$ cat src/hdl/gwpr_pkg.sv
// ----------------------------------------------------------------------------
// Grid wavefront path router package
// Shared types, request and cell codes, sequencer states and neighbor tables.
// ----------------------------------------------------------------------------
package gwpr_pkg;

  localparam int unsigned COORD_W    = 7;
  localparam int unsigned CFG_W      = 6;
  localparam int unsigned PIDX_W     = 10;
  localparam int unsigned LEN_W      = 11;
  localparam int unsigned PATH_DEPTH = 1024;

  // Request codes.
  typedef enum logic [1:0] {
    REQ_WRITE = 2'd0,
    REQ_SOLVE = 2'd1,
    REQ_READ  = 2'd2,
    REQ_NONE  = 2'd3
  } req_e;

  // Cell kinds in the map.
  localparam logic [1:0] KIND_FREE   = 2'd0;
  localparam logic [1:0] KIND_WALL   = 2'd1;
  localparam logic [1:0] KIND_SOURCE = 2'd2;
  localparam logic [1:0] KIND_TARGET = 2'd3;

  // Configuration register indexes.
  localparam logic CFG_ROWS = 1'b0;
  localparam logic CFG_COLS = 1'b1;

  // Neighbor order: up, left, down, right, down-right, down-left, up-right, up-left.
  localparam logic [1:0] NB_DR [8] = '{2'b11, 2'b00, 2'b01, 2'b00,
                                       2'b01, 2'b01, 2'b11, 2'b11};
  localparam logic [1:0] NB_DC [8] = '{2'b00, 2'b11, 2'b00, 2'b01,
                                       2'b01, 2'b11, 2'b01, 2'b11};

  typedef enum logic [3:0] {
    ST_CLEAR,
    ST_IDLE,
    ST_COPY_RD,
    ST_COPY_WR,
    ST_SCAN_RD,
    ST_SCAN_CHK,
    ST_NB_RD,
    ST_NB_CHK,
    ST_TR_RD,
    ST_TR_CHK,
    ST_DONE
  } state_e;

  typedef struct packed {
    logic [1:0]        req_type;
    logic [4:0]        cell_row;
    logic [4:0]        cell_col;
    logic [1:0]        cell_kind;
    logic [PIDX_W-1:0] path_index;
  } req_t;

  typedef struct packed {
    logic             found;
    logic [LEN_W-1:0] path_length;
    logic [4:0]       point_row;
    logic [4:0]       point_col;
    logic             point_valid;
  } res_t;

  // Path store write and clear control.
  typedef struct packed {
    logic              clr;
    logic              we;
    logic [PIDX_W-1:0] idx;
    logic [4:0]        row;
    logic [4:0]        col;
  } pw_t;

  // Path point read result.
  typedef struct packed {
    logic       strobe;
    logic       set;
    logic [4:0] row;
    logic [4:0] col;
  } pt_t;

endpackage

$ cat src/hdl/gwpr_nbr_unit.sv
// ----------------------------------------------------------------------------
// Neighbor unit
// Steps a cell by one of eight offsets, checks the area in use, forms address.
// ----------------------------------------------------------------------------
module gwpr_nbr_unit #(
  parameter int unsigned GRID_COLS = 32,
  parameter int unsigned AW        = 10
) (
  input  logic [gwpr_pkg::COORD_W-1:0] cur_r_i,
  input  logic [gwpr_pkg::COORD_W-1:0] cur_c_i,
  input  logic [2:0]                   k_i,
  input  logic [gwpr_pkg::COORD_W-1:0] rows_i,
  input  logic [gwpr_pkg::COORD_W-1:0] cols_i,
  output logic                         in_area_o,
  output logic [gwpr_pkg::COORD_W-1:0] nb_r_o,
  output logic [gwpr_pkg::COORD_W-1:0] nb_c_o,
  output logic [AW-1:0]                addr_o
);
  import gwpr_pkg::*;

  logic [COORD_W:0] r_ext;
  logic [COORD_W:0] c_ext;
  logic [31:0]      addr32;

  // Add the sign-extended offsets; the top bit flags a step off the low edge.
  always_comb begin
    r_ext     = {1'b0, cur_r_i} + {{(COORD_W-1){NB_DR[k_i][1]}}, NB_DR[k_i]};
    c_ext     = {1'b0, cur_c_i} + {{(COORD_W-1){NB_DC[k_i][1]}}, NB_DC[k_i]};
    nb_r_o    = r_ext[COORD_W-1:0];
    nb_c_o    = c_ext[COORD_W-1:0];
    in_area_o = !r_ext[COORD_W] && !c_ext[COORD_W] &&
                (nb_r_o < rows_i) && (nb_c_o < cols_i);
    addr32    = 32'(nb_r_o) * GRID_COLS + 32'(nb_c_o);
    addr_o    = addr32[AW-1:0];
  end

endmodule

$ cat config.mk
export PLATFORM = sky130hd
export DESIGN_NAME = gwpr_nbr_unit
export DESIGN_NICKNAME = d
export VERILOG_FILES = /design/src/hdl/gwpr_pkg.sv /design/src/hdl/gwpr_nbr_unit.sv
export SDC_FILE = /design/constraint.sdc
export NUM_CORES = 1
export LEC_CHECK = 0
export ABC_AREA = 1
export BUFFER_PORTS_ARGS = -buffer_cell sky130_fd_sc_hd__buf_4
export CORE_MARGIN = 2
export CORE_UTILIZATION = 40
export DETAILED_ROUTE_END_ITERATION = 16
export PLACE_DENSITY = 0.81
export SLEW_MARGIN = 40
export SYNTH_ARGS = -nofsm -noshare
export SYNTH_HDL_FRONTEND = slang
export SYNTH_SLANG_ARGS = --single-unit
$ cat constraint.sdc
create_clock -name vclk -period 5.3
set_clock_uncertainty 0.2 [all_clocks]
set_input_delay 1.325 -clock vclk [all_inputs]
set_output_delay 1.325 -clock vclk [all_outputs]
set_load 0.005 [all_outputs]
==> flow_metrics.tcl, run 1 <==
set metrics [dict create \
    wl_um 4660 \
    holdPathStages 3 \
    whs_endpoint "nb_r_o[0]" \
    worst_slew_pin_slew_ps 351 \
    hp-start "cur_r_i[0]" \
    total_power_mw 0.451 \
    period_share_pct 101 \
    gr-usage-met1_pct 23.2 \
    period_minus_slack_ps 5340 \
    numPortBuffers 56 \
    mostFrequentLayoutCell "buf_4" \
    grt_pass1_vias 1225 \
    antenna_left 0 \
    drt_iter0_drc 64 \
    diodes 0 \
    netlist.area_leader.share_pct 33.3 \
    violations "setup timing" \
    fillers 174 \
    ys.warnings.count 0 \
    slew_viol_final 0 \
    rsz0062_at_grt "yes" \
    crit_fanout 7 \
    cp.arrival_ps 3820 \
    clock_buffers 0 \
    seq_cell_count 0 \
    seq_area_frac_synth_pct 0 \
    hold_class "in2out" \
    routabilityCongestion 0.853 \
    grt_overflow_total 0 \
    synth_area_um2 1130 \
    syn_inst 177 \
    setup_viol 2 \
    ff_latch_area_um2 0 \
    max_freq_mhz 187 \
    grt_pass1_wl_um 4840 \
    synth_area_leaders "ha_1, inv_1, nand2_1, nand3_1, xor2_1" \
    placed_area_um2 1740 \
    die_area_um2 3260 \
    grt_max_degree 10 \
    final.setup.worst_slack_ps -40.5 \
    drive_above_1_share_pct 53.7 \
    slew_headroom_pct 76.6 \
    hold_slack_ps 2810 \
    synthesis.nets 241 \
    holdBufCountCts 0 \
    die_y_um 57.1 \
    met3_usage_pct 0.680 \
    dpl.hpwl_um 2540 \
    cp-end-kind "output port" \
    avgSynthCellArea_um2 6.37 \
    rows 19 \
    leakagePower_nw 1.22 \
    drc 0 \
    start_util_pct 41.6 \
    grt.busiest_layer "met2" \
    synth_largest_area_cell "ha_1" \
    wl_per_cell_um 15.4 \
    criticalPathCategory "in2out" \
    core_um2 2710 \
    cpMaxStageDelayCell "ha_1" \
    crit_path_cell_trace "buf_8 > inv_6 > a21oi_2 > buf_6 > buf_6 > ha_4 > a21o_1 > nand2_1 > nand3_2 > xnor2_2 > inv_2 > buf_4 > ha_1 > a21oi_1 > nor2_1 > xor2_1 > buf_4" \
    cp_slowest_stage_delay_ps 280 \
    crit_family "buffers and inverters" \
    peakVddDrop_mv 0.184 \
    nets 338 \
    num_io_pins 56 \
    fin_area_um2 2220 \
    antenna_found_initial 0 \
    worst-path-stages 17 \
    cp.required_ps 3770 \
    status "finished with violations" \
    hold_viol 0 \
    dieWidth_um 57.1 \
    p_per_area_nw_per_um2 203 \
    place_ws_ps -101 \
    final_cell_mix "buf_4, nand2_1, inv_1, ha_1, ha_4" \
    vias_per_cell 5.31 \
    area_growth_syn_to_layout_pct 96.8 \
    critPathBufInv 7 \
    met2_usage_pct 33.3 \
    grtUsageTotal_pct 17.7 \
    first_pass_iters 4 \
    cap_violations 0 \
    synth.distinct_cells 18 \
    vias 1610 \
    startpoint_type "primary input" \
]
-- per-layer routing --
layer	wire [µm]	up-vias	share of wire, %
met1	1920	765	41
met5	0	-	0
li1	-	754	-
met4	136	0	2.9
met2	2350	75	51
met3	243	16	5.2
-- cells by family (layout without fill, tap and decap cells) --
family	Yosys count	count (layout)	share of synthesized area (%)
buf+inv	46	141	17.0
compound gates	19	19	9.43
fa+ha+maj	33	33	38.6
simple gates	68	68	25.7
xor+xnor	11	11	9.21
-- final cells by class --
type	instances	area (µm²)	area share, %
timing repair buffer	99	769	34.7
inverter	41	166	7.50
timing repair inverter	1	7.51	0.338
tap	31	38.8	1.75
multi-input combinational	131	1240	55.7
-- synth_stat cells --
cell type / n
a21o_1: 2
a21oi_1: 12
a31oi_1: 3
and3_1: 1
buf_4: 5
fa_1: 3
ha_1: 30
inv_1: 41
nand2_1: 40
nand3_1: 13
nand3_2: 1
nand4_1: 4
nor2_1: 9
o211ai_1: 1
o21ai_0: 1
xnor2_1: 3
xor2_1: 7
xor2_2: 1
-- worst max path at each step --
stage / from / endpoint / slack, ps
floorplan: k_i[2] / addr_o[9] / 40
global placement: k_i[2] / in_area_o / -40
detailed placement: k_i[2] / in_area_o / -100
CTS: k_i[2] / in_area_o / 10
global route: k_i[2] / in_area_o / -140
finish: k_i[2] / addr_o[8] / -40
-- stage by stage --
stage | setup TNS (ps) | cells | util [%]
after global placement | -44.7 | 285 | 64.4
after detailed placement | -139 | 285 | 64.4
final | -67.9 | 303 | 81.9
after global routing | -401 | 303 | 81.9
after CTS | 0 | 290 | 66.6
after floorplan | 0 | 177 | -
-- timing repair --
action,4_1_cts,5_1_grt
hold endpoints to repair,0,0
setup buffers,5,12
gates cloned,0,1
pin swaps,5,29
gates resized for setup,7,58
endpoints found under the setup margin,3,4
-- tightest hold or removal path, cell delays in order --
cell	delay, ps
buf_4	80
ha_2	170
buf_4	110
-- power by group --
part | internal, mW | switching [mW] | total (mW)
registers | 0 | 0 | 0
clock network | 0 | 0 | 0
logic | 0.245 | 0.206 | 0.451
total | 0.245 | 0.206 | 0.451
Power figures use the tool's default switching activity.
==> run 2: changes to the inputs <==
==> constraint.sdc (replaced) <==
create_clock -name vclk -period 5.3
set_clock_uncertainty 0.2 [all_clocks]
set_input_delay 0.53 -clock vclk [all_inputs]
set_output_delay 0.53 -clock vclk [all_outputs]
set_load 0.005 [all_outputs]
==> run 2 against run 1 <==
Effect of this change:
- the flow now finishes without violations
- first-iteration DRC count shrank 53%
- final area shrank 30%
- global-route usage shrank 1.1 points
- core utilization shrank 25 points
- critical path type unchanged
==> flow_metrics.tcl, run 2 (same netlist as run 1, synthesis figures left out) <==
set metrics [dict create \
    status "completed" \
    startpoint_type "primary input" \
    holdBufCountCts 0 \
    peakVddDrop_mv 0.118 \
    rows 19 \
    total_power_mw 0.284 \
    p_per_area_nw_per_um2 183 \
    period_minus_slack_ps 4090 \
    drt_iter0_drc 30 \
    vias 1214 \
    drc 0 \
    postCtsSetupBuffers 0 \
    dpl.hpwl_um 2380 \
    wl_met2_um 1260 \
    antenna_left 0 \
    fillers 283 \
    die_area_um2 3260 \
    wl_per_cell_um 10.1 \
    drive_above_1_share_pct 25.9 \
    criticalPathCategory "in2out" \
    period_share_pct 77.1 \
    clock_buffers 0 \
    numPortBuffers 56 \
    place_ws_ps 1050 \
    grtUsageTotal_pct 16.5 \
    dp.cells 259 \
    grt_pass1_wl_um 4580 \
    cpMaxStageDelayCell "ha_1" \
    routabilityCongestion 0.814 \
    tns_ps 0 \
    crit_fanout 9 \
    start_util_pct 41.6 \
    cts_resized 0 \
    diodes 0 \
    core_um2 2710 \
    setup_viol 0 \
    ff_latch_area_um2 0 \
    route.top_layer_used "met3" \
    final.setup.worst_slack_ps 1210 \
    fin_cells 259 \
    cp_common_cell "nor2_1" \
    met3_length_um 135 \
    final_cell_mix "buf_4, inv_1, nand2_1, ha_1, nand3_1" \
    grt_pass1_vias 1131 \
    leakagePower_nw 0.971 \
    slew_headroom_pct 68.5 \
    worst_slew_pin_slew_ps 467 \
    critPathBufInv 4 \
    cp_slowest_stage_delay_ps 420 \
    m1WireLength_um 1220 \
    wl_um 2620 \
    dieWidth_um 57.1 \
    die_y_um 57.1 \
    hold_class "in2out" \
    grt_overflow_total 0 \
    crit_family "simple AND/OR/NAND/NOR gates" \
    cp-end-kind "output port" \
    num_io_pins 56 \
    slew_viol_final 0 \
    grt_max_degree 10 \
    rsz0062_at_grt "no" \
    area_growth_syn_to_layout_pct 37.7 \
    first_pass_iters 4 \
    antenna_found_initial 0 \
    cap_violations 0 \
    cp.required_ps 4570 \
    cp.arrival_ps 3360 \
    mostFrequentLayoutCell "buf_4" \
    seq_cell_count 0 \
    crit_path_cell_trace "buf_4 > inv_1 > o21ai_0 > inv_1 > ha_1 > nand3_1 > nand3_2 > a31oi_1 > xnor2_1 > ha_1 > nand3_1 > nor2_1 > nor2_1 > nand2_1 > a21oi_1 > nand2_1 > nor2_1 > buf_4" \
    max_freq_mhz 245 \
    nets 294 \
    vias_per_cell 4.69 \
    hold_viol 0 \
]
-- run 2: cell types whose count changed in the layout (fill, tap and decap cells not counted), moves of 4 or more --
cell,delta
buf_4,-37
ha_1,+15
ha_4,-11
inv_1,+7
buf_6,-5
nand3_1,+5
ha_2,-4
-- run 2: path summary, 6_finish.rpt --
path | startpoint | cells past startpoint | to | slack [ps]
max | k_i[1] | 18 | in_area_o | 1210
min | cur_c_i[0] | 3 | nb_c_o[0] | 1210
-- run 2: area by class of cell --
type	instances	area [µm²]	share of cell area, %
Timing Repair Buffer	56	420	27.1
Multi-Input combinational cell	131	940	60.5
Inverter	41	154	9.91
Tap cell	31	38.8	2.50
-- run 2: per-layer routing --
layer	track usage [%]	vias to the layer above
li1	-	662
met1	24.1	521
met2	29.2	31
met3	0.227	0
met4	0	0
met5	0	-
-- run 2: per-stage QoR --
step / hold WS [ps] / utilization (%) / instance area [µm²]
after global routing: 1240 / 57.3 / 1550
after detailed placement: 1210 / 57.2 / 1550
final: 1210 / 57.3 / 1550
after global placement: 1210 / 57.2 / 1550
after CTS: 1210 / 57.2 / 1550
after floorplan: 1010 / - / 1130
-- run 2: report_power, final --
group	internal (mW)	switching [mW]
Combinational	0.144	0.140
Clock	0	0
Sequential	0	0
Total	0.144	0.140
